--- src/hdl/c8fd_pkg.sv ---
// Shared types, codes and the CRC-8 update function of the frame deframer.
package c8fd_pkg;

   // CRC-8 constants: polynomial x^8 + x^2 + x + 1, zero start, MSB first.
   localparam logic [7:0] CRC_POLY = 8'h07;
   localparam logic [7:0] CRC_INIT = 8'h00;

   // Result kinds carried on the response channel.
   typedef enum logic [1:0] {
      KIND_PAYLOAD = 2'd0,
      KIND_OK      = 2'd1,
      KIND_BAD_CRC = 2'd2,
      KIND_TRUNC   = 2'd3
   } kind_type;

   // One received byte with its buffer-end marker.
   typedef struct packed {
      logic [7:0] rx_byte;
      logic       buffer_end;
   } item_type;

   // One result item.
   typedef struct packed {
      kind_type   kind;
      logic [7:0] value_byte;
      logic [7:0] frame_length;
   } result_type;

   // Folds one byte into the running CRC, one polynomial step per bit.
   function automatic logic [7:0] crc8_update(input logic [7:0] crc, input logic [7:0] data);
      logic [7:0] c;
      c = crc ^ data;
      for (int i = 0; i < 8; i++) begin
         if (c[7]) begin
            c = {c[6:0], 1'b0} ^ CRC_POLY;
         end else begin
            c = {c[6:0], 1'b0};
         end
      end
      return c;
   endfunction

endpackage

--- src/hdl/c8fd_req_if.sv ---
// Request channel: one received byte per transfer.
interface c8fd_req_if;
   logic       valid;
   logic       ready;
   logic [7:0] rx_byte;
   logic       buffer_end;

   modport source (output valid, output rx_byte, output buffer_end, input ready);
   modport sink (input valid, input rx_byte, input buffer_end, output ready);
endinterface

--- src/hdl/c8fd_rsp_if.sv ---
// Response channel: payload bytes and frame status results.
interface c8fd_rsp_if;
   logic                valid;
   logic                ready;
   c8fd_pkg::kind_type  kind;
   logic [7:0]          value_byte;
   logic [7:0]          frame_length;

   modport source (output valid, output kind, output value_byte, output frame_length,
                   input ready);
   modport sink (input valid, input kind, input value_byte, input frame_length,
                 output ready);
endinterface

--- src/hdl/c8fd_in_stage.sv ---
// Input register that holds one accepted byte until the parser consumes it.
module c8fd_in_stage (
   input  logic                clock,
   input  logic                reset,
   input  logic                req_valid,
   output logic                req_ready,
   input  c8fd_pkg::item_type  req_item,
   input  logic                advance,
   output logic                item_valid,
   output c8fd_pkg::item_type  item
);

   logic               valid_ff;
   logic               valid_in;
   c8fd_pkg::item_type item_ff;

   // A new byte may enter when the register is empty or drains this cycle.
   assign req_ready = !valid_ff || advance;

   always_comb begin
      valid_in = valid_ff;
      if (req_valid && req_ready) begin
         valid_in = 1'b1;
      end else if (advance) begin
         valid_in = 1'b0;
      end
   end

   always_ff @(posedge clock) begin
      if (reset) begin
         valid_ff <= 1'b0;
      end else begin
         valid_ff <= valid_in;
      end
   end

   // Payload needs no reset.
   always_ff @(posedge clock) begin
      if (req_valid && req_ready) begin
         item_ff <= req_item;
      end
   end

   assign item_valid = valid_ff;
   assign item       = item_ff;

endmodule

--- src/hdl/c8fd_parser.sv ---
// Frame parser: phase tracking, running CRC and result formation for one byte.
module c8fd_parser (
   input  logic                  clock,
   input  logic                  reset,
   input  logic                  advance,
   input  c8fd_pkg::item_type    item,
   output logic                  res_valid,
   output c8fd_pkg::result_type  res
);

   typedef enum logic [1:0] {
      PH_TYPE    = 2'd0,
      PH_LEN     = 2'd1,
      PH_PAYLOAD = 2'd2,
      PH_CRC     = 2'd3
   } phase_type;

   phase_type  phase_ff,  phase_in;
   logic [7:0] type_ff,   type_in;
   logic [7:0] length_ff, length_in;
   logic [7:0] left_ff,   left_in;
   logic [7:0] crc_ff,    crc_in;
   logic [7:0] left_dec;
   logic [7:0] crc_next;
   logic [7:0] crc_base;

   // One byte of CRC: restart from the initial value on a type byte.
   assign crc_base = (phase_ff == PH_TYPE) ? c8fd_pkg::CRC_INIT : crc_ff;
   assign crc_next = c8fd_pkg::crc8_update(crc_base, item.rx_byte);
   assign left_dec = left_ff - 8'd1;

   // Next state and result for the byte held in the input register.
   always_comb begin
      phase_in   = phase_ff;
      type_in    = type_ff;
      length_in  = length_ff;
      left_in    = left_ff;
      crc_in     = crc_ff;
      res_valid  = 1'b0;
      res        = '{kind: c8fd_pkg::KIND_PAYLOAD, value_byte: item.rx_byte,
                     frame_length: 8'd0};

      unique case (phase_ff)
         PH_TYPE: begin
            type_in   = item.rx_byte;
            length_in = 8'd0;
            crc_in    = crc_next;
            phase_in  = PH_LEN;
         end
         PH_LEN: begin
            length_in = item.rx_byte;
            left_in   = item.rx_byte;
            crc_in    = crc_next;
            phase_in  = (item.rx_byte != 8'd0) ? PH_PAYLOAD : PH_CRC;
         end
         PH_PAYLOAD: begin
            crc_in  = crc_next;
            left_in = left_dec;
            if (left_dec == 8'd0) begin
               phase_in = PH_CRC;
            end
            res_valid = !item.buffer_end;
         end
         PH_CRC: begin
            res_valid = 1'b1;
            res.kind  = (item.rx_byte == crc_ff) ? c8fd_pkg::KIND_OK
                                                 : c8fd_pkg::KIND_BAD_CRC;
            res.value_byte   = type_ff;
            res.frame_length = length_ff;
         end
         default: begin
            phase_in = PH_TYPE;
         end
      endcase

      // A buffer end before the CRC byte reports a truncated frame.
      if (item.buffer_end && (phase_ff != PH_CRC)) begin
         res_valid        = 1'b1;
         res.kind         = c8fd_pkg::KIND_TRUNC;
         res.value_byte   = type_in;
         res.frame_length = length_in;
      end

      // Any status returns the parser to its cleared state.
      if (item.buffer_end || (phase_ff == PH_CRC)) begin
         phase_in  = PH_TYPE;
         type_in   = 8'd0;
         length_in = 8'd0;
         left_in   = 8'd0;
         crc_in    = c8fd_pkg::CRC_INIT;
      end
   end

   // Parser state advances only when the held byte is consumed.
   always_ff @(posedge clock) begin
      if (reset) begin
         phase_ff  <= PH_TYPE;
         type_ff   <= 8'd0;
         length_ff <= 8'd0;
         left_ff   <= 8'd0;
         crc_ff    <= c8fd_pkg::CRC_INIT;
      end else if (advance) begin
         phase_ff  <= phase_in;
         type_ff   <= type_in;
         length_ff <= length_in;
         left_ff   <= left_in;
         crc_ff    <= crc_in;
      end
   end

endmodule

--- src/hdl/c8fd_out_stage.sv ---
// Result register that presents one result until the response transfer.
module c8fd_out_stage (
   input  logic                  clock,
   input  logic                  reset,
   input  logic                  load,
   input  c8fd_pkg::result_type  res,
   output logic                  can_load,
   output logic                  rsp_valid,
   input  logic                  rsp_ready,
   output c8fd_pkg::result_type  rsp_res
);

   logic                 valid_ff;
   logic                 valid_in;
   c8fd_pkg::result_type res_ff;

   // The register takes a new result when empty or being drained.
   assign can_load = !valid_ff || rsp_ready;

   always_comb begin
      valid_in = valid_ff;
      if (load) begin
         valid_in = 1'b1;
      end else if (rsp_ready) begin
         valid_in = 1'b0;
      end
   end

   always_ff @(posedge clock) begin
      if (reset) begin
         valid_ff <= 1'b0;
      end else begin
         valid_ff <= valid_in;
      end
   end

   always_ff @(posedge clock) begin
      if (load) begin
         res_ff <= res;
      end
   end

   assign rsp_valid = valid_ff;
   assign rsp_res   = res_ff;

endmodule

--- src/hdl/crc8_frame_deframer.sv ---
// Top level of the CRC-8 type-length-payload frame deframer.
//
// The deframer takes one received byte per transfer and parses frames of a
// type byte, a length byte, that many payload bytes and a CRC-8 byte
// (polynomial 0x07, zero start, MSB first, over type, length and payload).
// Every payload byte comes out as a kind 0 result unless it carries the
// buffer-end marker; the CRC byte yields an accepted or mismatch status with
// the type and length, and a buffer-end marker before the CRC byte yields a
// truncated status and restarts parsing. A byte is accepted in every cycle
// while results are taken. Each byte is held in the input register until it
// moves on, and its result is then loaded into the result register, from
// which it is offered on the response channel. The input stalls only when a
// byte that produces a result finds the result register full and not
// draining. The rate is set by the combinational CRC byte update between the
// input and result registers.
module crc8_frame_deframer (
   input  logic        clock,
   input  logic        reset,
   c8fd_req_if.sink    req_if,
   c8fd_rsp_if.source  rsp_if
);

   c8fd_pkg::item_type   req_item;
   c8fd_pkg::item_type   item;
   c8fd_pkg::result_type res;
   c8fd_pkg::result_type rsp_res;
   logic                 item_valid;
   logic                 res_valid;
   logic                 can_load;
   logic                 advance;

   assign req_item = '{rx_byte: req_if.rx_byte, buffer_end: req_if.buffer_end};

   // The held byte moves on unless its result would find the output full.
   assign advance = item_valid && (!res_valid || can_load);

   c8fd_in_stage u_in_stage (
      .clock      (clock),
      .reset      (reset),
      .req_valid  (req_if.valid),
      .req_ready  (req_if.ready),
      .req_item   (req_item),
      .advance    (advance),
      .item_valid (item_valid),
      .item       (item)
   );

   c8fd_parser u_parser (
      .clock     (clock),
      .reset     (reset),
      .advance   (advance),
      .item      (item),
      .res_valid (res_valid),
      .res       (res)
   );

   c8fd_out_stage u_out_stage (
      .clock     (clock),
      .reset     (reset),
      .load      (advance && res_valid),
      .res       (res),
      .can_load  (can_load),
      .rsp_valid (rsp_if.valid),
      .rsp_ready (rsp_if.ready),
      .rsp_res   (rsp_res)
   );

   assign rsp_if.kind         = rsp_res.kind;
   assign rsp_if.value_byte   = rsp_res.value_byte;
   assign rsp_if.frame_length = rsp_res.frame_length;

endmodule

--- src/flat_wrapper.sv ---
// flat-port wrapper written by rule: the top's interface ports become plain ports
module crc8_frame_deframer_flat 
  (clock, reset, req_if_valid, req_if_rx_byte, req_if_buffer_end, req_if_ready, rsp_if_valid, rsp_if_kind, rsp_if_value_byte, rsp_if_frame_length, rsp_if_ready);
  c8fd_req_if req_if_i ();
  c8fd_rsp_if rsp_if_i ();
  input  logic clock;
  input  logic reset;
  input wire logic [$bits(req_if_i.valid)-1:0] req_if_valid;
  input wire logic [$bits(req_if_i.rx_byte)-1:0] req_if_rx_byte;
  input wire logic [$bits(req_if_i.buffer_end)-1:0] req_if_buffer_end;
  output wire logic [$bits(req_if_i.ready)-1:0] req_if_ready;
  output wire logic [$bits(rsp_if_i.valid)-1:0] rsp_if_valid;
  output wire logic [$bits(rsp_if_i.kind)-1:0] rsp_if_kind;
  output wire logic [$bits(rsp_if_i.value_byte)-1:0] rsp_if_value_byte;
  output wire logic [$bits(rsp_if_i.frame_length)-1:0] rsp_if_frame_length;
  input wire logic [$bits(rsp_if_i.ready)-1:0] rsp_if_ready;
  assign req_if_i.valid = req_if_valid;
  assign req_if_i.rx_byte = req_if_rx_byte;
  assign req_if_i.buffer_end = req_if_buffer_end;
  assign req_if_ready = req_if_i.ready;
  assign rsp_if_valid = rsp_if_i.valid;
  assign rsp_if_kind = rsp_if_i.kind;
  assign rsp_if_value_byte = rsp_if_i.value_byte;
  assign rsp_if_frame_length = rsp_if_i.frame_length;
  assign rsp_if_i.ready = rsp_if_ready;
  crc8_frame_deframer u_core (.clock(clock), .reset(reset), .req_if(req_if_i), .rsp_if(rsp_if_i));
endmodule
--- config.mk ---
export PLATFORM = sky130hd
export DESIGN_NAME = crc8_frame_deframer_flat
export DESIGN_NICKNAME = d
export VERILOG_FILES = /design/src/hdl/c8fd_pkg.sv /design/src/hdl/c8fd_req_if.sv /design/src/hdl/c8fd_rsp_if.sv /design/src/hdl/c8fd_in_stage.sv /design/src/hdl/c8fd_parser.sv /design/src/hdl/c8fd_out_stage.sv /design/src/hdl/crc8_frame_deframer.sv /design/src/flat_wrapper.sv
export SDC_FILE = /design/constraint.sdc
export NUM_CORES = 1
export LEC_CHECK = 0
export BUFFER_PORTS_ARGS = -buffer_cell sky130_fd_sc_hd__buf_2
export CORE_ASPECT_RATIO = 0.9
export CORE_MARGIN = 4
export CORE_UTILIZATION = 40
export DETAILED_ROUTE_END_ITERATION = 6
export PLACE_DENSITY = 0.56
export SYNTH_ARGS = -nofsm -noshare
export SYNTH_HDL_FRONTEND = slang
export SYNTH_SLANG_ARGS = --single-unit
--- constraint.sdc ---
create_clock -name clock -period 3.3 [get_ports clock]
set_clock_uncertainty 0.2 [all_clocks]
set_input_delay 0.165 -clock clock [delete_from_list [all_inputs] [get_ports clock]]
set_output_delay 0.165 -clock clock [all_outputs]
set_load 0.02 [all_outputs]
==> Word level (Yosys, flattened, before mapping) <==
Cells that the tools add are included.
{ "op_classes": {"n_addsub": 1, "n_eq_ne": 6, "muxes": 30, "bitwise_logic": 9, "reduce_logical": 24} }
{ "ops": {"columns": ["op", "n"], "rows": [
  ["$mux W8", 7],
  ["$pmux W8 S2", 2],
  ["$mux W3", 8],
  ["$not A3 Y3", 8],
  ["$mux W18", 1],
  ["$mux W16", 1],
  ["$eq A8 B8 Y1", 1],
  ["$logic_not A8 Y1", 1],
  ["$reduce_bool A8 Y1", 1],
  ["$sub A8 B1 Y8 const B", 1],
  ["$xor A8 B8 Y8", 1],
  ["$mux W1", 6],
  ["$mux W2", 3],
  ["$pmux W2 S3", 1],
  ["$reduce_bool A2 Y1", 3],
  ["$eq A2 B2 Y1 const B", 2],
  ["$logic_and A1 B1 Y1", 4],
  ["$logic_not A1 Y1", 4],
  ["$logic_or A1 B1 Y1", 4],
  ["$reduce_and A2 Y1", 2],
  ["$reduce_bool A4 Y1", 1],
  ["$ne A3 B3 Y1 const B", 1],
  ["$reduce_and A3 Y1", 1],
  ["$reduce_bool A3 Y1", 1],
  ["other kinds (5)", 5]
]} }
{ "word_totals": {"reg_bits": 63, "input_bits": 13, "out_inout_bits": 20, "wordCells": 82} }

==> Longest topological paths before layout <==
Gate-level depths: netlist (run 1).
{ "logic_depth": {"depth_word": 21, "mapped_depth": 10, "mapped_depth_nobuf": 8} }

==> By module <==
From an unflattened synthesis (run 1), not the netlist that was laid out.
{ "unflattened": {"hier_cells": 329, "hier_area_um2": 3304.4} }
{ "by_module_without_submodules": {"columns": ["mod", "instances", "cells_each", "area_each_um2", "seq_area_each_um2"], "rows": [
  ["c8fd_parser", 1, 290, 2373.5, 680.7],
  ["c8fd_out_stage", 1, 22, 586.8, 560.5],
  ["c8fd_in_stage", 1, 14, 325.3, 290.3],
  ["crc8_frame_deframer", 1, 3, 18.8, 0.0]
]} }

==> Worst setup path before layout (run 1) <==
No wires, ideal clock.
{ "synth_path": {"kind": "flip-flop to flip-flop", "start": "register u_core.u_parser.phase_ff[0]", "end": "register u_core.u_out_stage.res_ff (netlist bit u_core.u_out_stage.rsp_res[0]), enable pin", "t_arrival_ps": 1965, "path_slack_ps": 759, "stages_incl_launch_ff": 8, "path_buffers": 2, "period_less_slack_ps": 2541, "cell_sequence": "dfxtp_1 > inv_1 > ha_1 > buf_4 > or3_1 > buf_2 > a21oi_4 > and2_1"} }
{ "synth_between": {"elab_chain_cells": 7, "elab_cells_between_ends": 10} }
{ "synth_rtl": {"columns": ["element", "line", "source"], "rows": [
  ["start, declared", "c8fd_parser.sv:18", "phase_type phase_ff, phase_in;"],
  ["start signal, assigned", "c8fd_parser.sv:103", "phase_ff <= phase_in;"],
  ["$eq A2 B2 Y1 / $ne A2 B2 Y1 (equally long branches)", "c8fd_parser.sv:43, c8fd_parser.sv:77", null],
  ["$pmux W1 S2 / $logic_and A1 B1 Y1 (equally long branches)", "c8fd_parser.sv:43, c8fd_parser.sv:77", null],
  ["$mux W1 *", "c8fd_parser.sv:77", "if (item.buffer_end && (phase_ff != PH_CRC)) begin"],
  ["$logic_not A1 Y1", "crc8_frame_deframer.sv:35", "assign advance = item_valid && (!res_valid || can_load);"],
  ["$logic_or A1 B1 Y1", "crc8_frame_deframer.sv:35", null],
  ["$logic_and A1 B1 Y1", "crc8_frame_deframer.sv:35", null],
  ["$logic_and A1 B1 Y1 *", "crc8_frame_deframer.sv:60", ".load (advance && res_valid),"],
  ["named net u_core.u_out_stage.load", "c8fd_out_stage.sv:5", "input logic load,"],
  ["end signal, assigned", "c8fd_out_stage.sv:39", "res_ff <= res;"],
  ["end, declared", "c8fd_out_stage.sv:15", "c8fd_pkg::result_type res_ff;"]
]} }
Mark *: on every way through the listed nets, which the timed path passes. The rest lies on a longest branch.
A chain may end at the register's enable or synchronous reset.

==> Worst setup path after layout (run 1) <==
{ "layout_path": {"start": "register u_core.u_parser.phase_ff[0]", "end": "register u_core.u_out_stage.res_ff (netlist bit u_core.u_out_stage.rsp_res[11]), enable pin"} }
Same word-level chain as after synthesis.

==> parameters.txt, run 1 <==
Parameter                              Value

Timing
  RSZ-0062 raised after global routing ... false
  Hold Vio Cnt, Final ... 0
  Total negative slack for setup checks ... 0 ps
  Final count of negative-setup-slack endpoints ... 0
  Worst Tran Pin Value ... 712 ps
  Highest Clock Rate ... 407 MHz
  Final cycle utilization of the critical path ... 0.744
  Number of max-slew violations in the final report ... 0
  Final min period ... 2450 ps
  Slew Limit Headroom ... 0.525
  Post-route worst setup slack ... 845 ps

Worst setup path
  Data arrival time of the worst path ... 2280 ps
  Number of cells traversed by the worst register-to-register path ... 6
  Worst setup path category ... reg -> reg
  Maximum single-stage delay on the critical path ... 440 ps
  Required time of the worst setup path ... 3130 ps
  Crit start category ... flop
  Slowest cell on the critical path ... or3_1
  Cell-by-cell listing of the critical path ... inv_1 > ha_1 > or3_1 > a21oi_4 > and2_1 > buf_4
  Dominant delay contributor by cell family on the critical path ... simple AND/OR/NAND/NOR gates
  Crit Reg-Reg Endpoint ... u_core.u_out_stage.rsp_res[11]
  Crit path buf inv count ... 2
  Flop2flop setup slack ... 850 ps
  Critical R2R Launch ... u_core.u_parser.phase_ff[0]
  Type of element capturing the critical path ... flop
  Maximum fanout encountered on the critical timing path ... 16

Route
  DR pass1 iterations ... 4
  Post-detailed-route wirelength per cell ... 16.3 um
  Iteration-0 DRC count of the detailed router ... 64
  Final ANT Viol Nets ... 0
  Post-DR vias/cell ... 5.14
  DR vias ... 2325
  Drc violations ... 0
  Post-Route WL ... 7390 um

Cells and area
  Commonest cells after routing, fill and taps aside ... nor2_1, dfxtp_1, buf_2, xnor2_1, edfxtp_1
  Final instance area ... 3730 sq um
  Most common library cell in the layout ignoring fill and taps ... nor2_1
  Diode count ... 0
  Layout cell share with drive strength beyond 1 ... 0.194
  Layout overhead on the synthesized area ... 17.3%
  NumNets Final ... 371

Place
  Placed wire-length estimate ... 4950 um
  Placed instance area ... 3400 sq um
  Global placement routability congestion ... 0.799
  Count of input and output buffers ... 32
  Setup slack at placement ... 841 ps

Synthesis
  Syn avg cell area ... 10.1 sq um
  Syn nets ... 334
  Async set-or-reset flop fraction in the synthesized netlist ... 0
  Yosys warnings ... 0
  Primary flip-flop cell chosen by synthesis mapping ... dfxtp_1
  Post-synthesis register bit count ... 63
  Netlist area before placement ... 3180 sq um
  Distinct cell type count of the synthesized netlist ... 49
  Number of enable flip-flop cells after synthesis ... 27
  Synthesized netlist cell count ... 314
  Fraction of the yosys area taken by sequential cells ... 0.481

CTS
  CTS tree ... built
  Number of clock buffers inserted by TritonCTS ... 9
  Hold bufs inserted after CTS ... 10
  Buffer count from post-CTS setup fixing ... 0
  Clock root buffer ... clkbuf_8
  Cts repair resizes ... 0
  Clock transition at the registers of the reported paths ... 70 ps
  Total clock sinks ... 63
  Clk_lat worst skew ... 340 ps
  Buffers from clock root to sink, at most ... 2
  Htree depth ... 3

Die
  I/O pin cnt ... 33
  Floorplan die width ... 102 um
  Area of the core region ... 7660 sq um
  Starting density of the core ... 0.416
  Number of rows created at floorplan ... 30
  Vertical die dimension ... 92.6 um
  Die area ... 9450 sq um

Hold path
  Number of cells on the worst hold path ... 3
  Worst hold endpoint ... u_core.u_out_stage.rsp_valid
  Hold path startpoint ... reset
  Kind of path behind the tightest hold check ... in -> reg

Power and ir drop
  Power after layout ... 1.84 mW
  Areal power density over the cells ... 493 nW/um^2
  Worst IR drop on VDD ... 264 uV
  Static Leak ... 1.38 nW

Global routing
  Initial antenna violation count ... 0
  GRT Overall Usage ... 0.164
  Via count of the first global-routing pass ... 2346
  First-pass GRT wire length ... 11900 um
  Maximum number of pins on one net before global-route repair ... 36
  Global route overflow ... 0

Run status
  Run status ... finished clean

Run
  Reported max-cap violation count ... 0
==> worst register-to-register path, delay by kind of cell, from the launching register on <==
family	cells	cell delay, ps
buffers and inverters	2	360
AO/OA/AOI/OAI	1	250
adder cells (fa/ha/maj)	1	210
flip-flops	1	420
AND/OR/NAND/NOR	2	700
==> metal layers <==
layer / GRT usage / up-vias / routed length, um
li1: - / 1179 / -
met1: 0.234 / 1085 / 3790
met2: 0.244 / 52 / 3230
met3: 0.0482 / 9 / 298
met4: 0.0426 / 0 / 74
met5: 0 / - / 0
==> kinds of logic (layout without fill, tap and decap cells) <==
family,after synthesis,count (layout),share of synthesized area
adder cells (fa/ha/maj),7,7,0.0275
flip-flops,63,63,0.481
AND/OR/NAND/NOR,95,95,0.135
AO/OA/AOI/OAI,67,67,0.157
multiplexers,12,12,0.0409
buffers and inverters,30,72,0.0413
XOR/XNOR,40,40,0.117
==> how the worst max path moves through the flow <==
stage / startpoint / to / slack [ps] / depth (start not counted)
final: u_core.u_parser.phase_ff[0] / u_core.u_out_stage.rsp_res[11] / 850 / 6
after CTS: u_core.u_parser.phase_ff[0] / u_core.u_out_stage.rsp_res[11] / 830 / 6
after detailed placement: u_core.u_parser.phase_ff[0] / u_core.u_out_stage.rsp_res[8] / 840 / 6
after global routing: u_core.u_parser.phase_ff[0] / u_core.u_out_stage.rsp_res[10] / 700 / 6
after global placement: u_core.u_parser.phase_ff[0] / u_core.u_parser.type_ff[5] / 920 / 6
after floorplan: u_core.u_parser.phase_ff[0] / u_core.u_out_stage.rsp_res[0] / 760 / 7
==> area by class of cell <==
class / instances / area [sq um]
clock inverter: 6 / 92.6
inverter: 9 / 33.8
clock buffer: 10 / 138
sequential: 63 / 1530
tap: 96 / 120
timing repair buffer: 47 / 298
fill: 728 / 3920
multi-input combinational: 221 / 1520
==> stage by stage <==
stage | std cells | utilization | hold WS [ps]
after floorplan | 314 | - | 63.9
after global placement | 426 | 0.444 | 142
after detailed placement | 426 | 0.444 | 143
after CTS | 452 | 0.488 | 8.89
after global routing | 452 | 0.488 | 29.8
final | 452 | 0.488 | 0.824
==> flip-flops by register name, summed over array words and instances (netlist names) <==
register / count
u_core.u_in_stage.item: 9
u_core.u_in_stage.item_valid: 1
u_core.u_out_stage.rsp_res: 18
u_core.u_out_stage.rsp_valid: 1
u_core.u_parser.crc_ff: 8
u_core.u_parser.left_ff: 8
u_core.u_parser.length_ff: 8
u_core.u_parser.phase_ff: 2
u_core.u_parser.type_ff: 8
==> Yosys cell counts, drive strengths merged (5+ instances only) <==
cell type   n  area [sq um]
nor2       49           184
o21ai      11          62.6
mux2        8          90.1
ha          7          87.6
inv         9          33.8
nand2      16          62.6
clkbuf      9          36.3
a22o        8          70.1
xor2       11          96.3
a21oi      10          65.1
nand3       5          25.0
nor4        7          43.8
edfxtp     27           811
a22oi      21           158
xnor2      28           253
buf        12          61.3
dfxtp      36           721
==> power breakdown <==
group,switching (mW),internal [mW],total (mW)
Clock,0.319,0.450,0.769
Sequential,0.0360,0.838,0.874
Combinational,0.105,0.0936,0.199
No activity file was read; power rests on OpenSTA's default activity.
==> inputs of run 2 (changes only) <==
--- a/config.mk
+++ b/config.mk
@@ -10,7 +10,7 @@
 export CORE_MARGIN = 4
 export CORE_UTILIZATION = 40
 export DETAILED_ROUTE_END_ITERATION = 6
-export PLACE_DENSITY = 0.56
+export PLACE_DENSITY = 0.58
 export SYNTH_ARGS = -nofsm -noshare
 export SYNTH_HDL_FRONTEND = slang
 export SYNTH_SLANG_ARGS = --single-unit
==> constraint.sdc (replaced) <==
create_clock -name clock -period 2.2 [get_ports clock]
set_clock_uncertainty 0.2 [all_clocks]
set_input_delay 0.11 -clock clock [delete_from_list [all_inputs] [get_ports clock]]
set_output_delay 0.11 -clock clock [all_outputs]
set_load 0.02 [all_outputs]
==> run 2 against run 1 <==
Net effect:
- setup slack worse by 800 ps
- final area grew 9.3%
- flip-flop and latch count is the same
- wire length grew 10%
- register-to-register slack got worse by 800 ps
- first-iteration DRC count up 91%
- clock power up 28%
- cell count is 6.6% higher
- via count up 10%
- critical path type unchanged
- largest power group unchanged
==> parameters.txt, run 2 (synthesis results as in run 1) <==
Parameter                              Value

Worst setup path
  Critical R2R Launch ... u_core.u_parser.phase_ff[0] (unchanged)
  Flop2flop setup slack ... 50 ps (was 850 ps)
  Number of cells traversed by the worst register-to-register path ... 6 (unchanged)
  Maximum fanout encountered on the critical timing path ... 10 (was 16)
  Type of element capturing the critical path ... flop (unchanged)
  Slowest cell on the critical path ... dfxtp_4 (was or3_1)
  Worst setup path category ... reg -> reg (unchanged)
  Data arrival time of the worst path ... 2010 ps (was 2280 ps)
  Crit start category ... flop (unchanged)
  Required time of the worst setup path ... 2060 ps (was 3130 ps)
  Crit Reg-Reg Endpoint ... u_core.u_out_stage.rsp_res[1] (was u_core.u_out_stage.rsp_res[11])
  Cell-by-cell listing of the critical path ... inv_4 > ha_4 > or3_4 > a21oi_4 > and2_4 > buf_12 (was inv_1 > ha_1 > or3_1 > a21oi_4 > and2_1 > buf_4)
  Maximum single-stage delay on the critical path ... 400 ps (was 440 ps)

CTS
  Total clock sinks ... 63 (unchanged)
  Buffers from clock root to sink, at most ... 2 (unchanged)
  Clock transition at the registers of the reported paths ... 70 ps (about the same)
  Htree depth ... 3 (unchanged)
  Clk_lat worst skew ... 340 ps (about the same)
  Clock root buffer ... clkbuf_8 (unchanged)
  CTS tree ... built (unchanged)
  Number of clock buffers inserted by TritonCTS ... 9 (unchanged)

Timing
  Highest Clock Rate ... 465 MHz (was 407 MHz)
  RSZ-0062 raised after global routing ... true (was false)
  Worst Tran Pin Value ... 490 ps (was 712 ps)
  Final min period ... 2150 ps (was 2450 ps)
  Number of max-slew violations in the final report ... 0 (unchanged)
  Slew Limit Headroom ... 0.673 (was 0.525)
  Hold Vio Cnt, Final ... 0 (unchanged)
  Final cycle utilization of the critical path ... 0.978 (was 0.744)
  Final count of negative-setup-slack endpoints ... 0 (unchanged)

Cells and area
  Layout overhead on the synthesized area ... 28.2% (was 17.3%)
  Most common library cell in the layout ignoring fill and taps ... nor2_1 (unchanged)
  Layout cell share with drive strength beyond 1 ... 0.313 (was 0.194)
  NumNets Final ... 401 (was 371)
  Final instance area ... 4080 sq um (was 3730 sq um)
  Diode count ... 0 (unchanged)
  Finished Core Util ... 0.533 (was 0.488)
  Flip-flop count of the largest register, all copies and words added ... 18 (unchanged)
  Commonest cells after routing, fill and taps aside ... nor2_1, dfxtp_1, buf_2, buf_4 (was nor2_1, dfxtp_1, buf_2, xnor2_1, edfxtp_1)

Global routing
  Via count of the first global-routing pass ... 2500 (was 2346)
  GRT Overall Usage ... 0.184 (was 0.164)
  Global route overflow ... 0 (unchanged)
  Initial antenna violation count ... 0 (unchanged)
  Maximum number of pins on one net before global-route repair ... 25 (was 36)
  First-pass GRT wire length ... 13400 um (was 11900 um)

Power and ir drop
  Areal power density over the cells ... 656 nW/um^2 (was 493 nW/um^2)
  Power after layout ... 2.68 mW (was 1.84 mW)
  Static Leak ... 1.54 nW (was 1.38 nW)
  Worst IR drop on VDD ... 591 uV (was 264 uV)

Die
  Vertical die dimension ... 92.6 um (unchanged)
  Die area ... 9450 sq um (unchanged)
  I/O pin cnt ... 33 (unchanged)
  Number of rows created at floorplan ... 30 (unchanged)
  Floorplan die width ... 102 um (unchanged)
  Starting density of the core ... 0.416 (unchanged)
  Area of the core region ... 7660 sq um (unchanged)

Place
  Count of input and output buffers ... 32 (unchanged)
  Global placement routability congestion ... 0.916 (was 0.799)
  Placed wire-length estimate ... 5600 um (was 4950 um)
  Placed instance area ... 3630 sq um (was 3400 sq um)

Route
  Final ANT Viol Nets ... 0 (unchanged)
  Iteration-0 DRC count of the detailed router ... 122 (was 64)
  DR pass1 iterations ... 4 (unchanged)
  Post-Route WL ... 8160 um (was 7390 um)
  Drc violations ... 0 (unchanged)
  Post-detailed-route wirelength per cell ... 16.9 um (was 16.3 um)
  DR vias ... 2557 (was 2325)
  Post-DR vias/cell ... 5.30 (was 5.14)

Hold path
  Kind of path behind the tightest hold check ... in -> reg (unchanged)
  Number of cells on the worst hold path ... 2 (was 3)
  Hold path startpoint ... reset (unchanged)
  Worst hold endpoint ... u_core.u_parser.type_ff[6] (was u_core.u_out_stage.rsp_valid)

Run
  Reported max-cap violation count ... 0 (unchanged)

Run status
  Run status ... finished clean (unchanged)
==> run 2: cell count changes in the layout (fill, tap and decap cells not counted), sizes merged <==
cell / before / now
clkinvlp: 2 / 1
inv: 10 / 9
buf: 37 / 67
clkinv: 1 / 4
bufinv: 2 / 1
==> run 2: final cells by class <==
class                   count  area, sq um
inverters                   9         36.3
fillers                   687         3580
clock inverters             6         61.3
multi-input cells         221         1640
flip-flops and latches     63         1540
repair buffers             77          561
well taps                  96          120
clock buffers              10          128
==> run 2: worst max-delay path: cells and delay by family, from the launching register on <==
kind / cells / cell delay (ps)
compound gates: 1 / 310
fa+ha+maj: 1 / 150
buf+inv: 2 / 200
flops: 1 / 400
simple gates: 2 / 620
==> run 2: what timing repair did <==
item / 4_1_cts / 5_1_grt
endpoints found under the setup margin: 36 / 22
endpoints found under the hold margin: 10 / 0
hold buffers: 10 / 0
buffers inserted: 3 / 3
pin swaps: 1 / 4
resized for setup: 4 / 19
==> run 2: worst max path at each step <==
stage | from | end | slack [ps] | cells after the start
floorplan | u_core.u_parser.phase_ff[0] | u_core.u_out_stage.rsp_res[0] | -30 | 7
global placement | u_core.u_parser.phase_ff[1] | u_core.u_out_stage.rsp_res[5] | 10 | 7
detailed placement | u_core.u_parser.phase_ff[1] | u_core.u_out_stage.rsp_res[4] | -50 | 7
CTS | u_core.u_parser.phase_ff[0] | u_core.u_parser.left_ff[2] | 60 | 8
global route | u_core.u_parser.phase_ff[0] | u_core.u_parser.length_ff[2] | -40 | 8
finish | u_core.u_parser.phase_ff[0] | u_core.u_out_stage.rsp_res[1] | 50 | 6
==> run 2: per-stage QoR <==
stage                     hold slack, ps  instances  setup TNS (ps)  worst slack (ps)
after floorplan                     8.87        314            -470             -25.2
after global placement              87.1        450               0              13.6
after detailed placement            88.1        450            -640             -46.0
after CTS                           13.1        479               0              60.3
after global routing                26.4        482            -165             -37.8
final                               12.0        482               0              48.4
==> run 2: routing by layer <==
layer,global-route usage,vias to the layer above,wire [um]
met5,0,-,0
met4,0.0426,0,88
met3,0.0437,9,359
met2,0.269,64,3850
met1,0.272,1233,3870
li1,-,1251,-
==> run 2: power breakdown <==
part           leakage, nW  switching [mW]  internal, mW
Combinational        0.891           0.201         0.190
Sequential           0.553          0.0406          1.26
Clock               0.0960           0.468         0.519
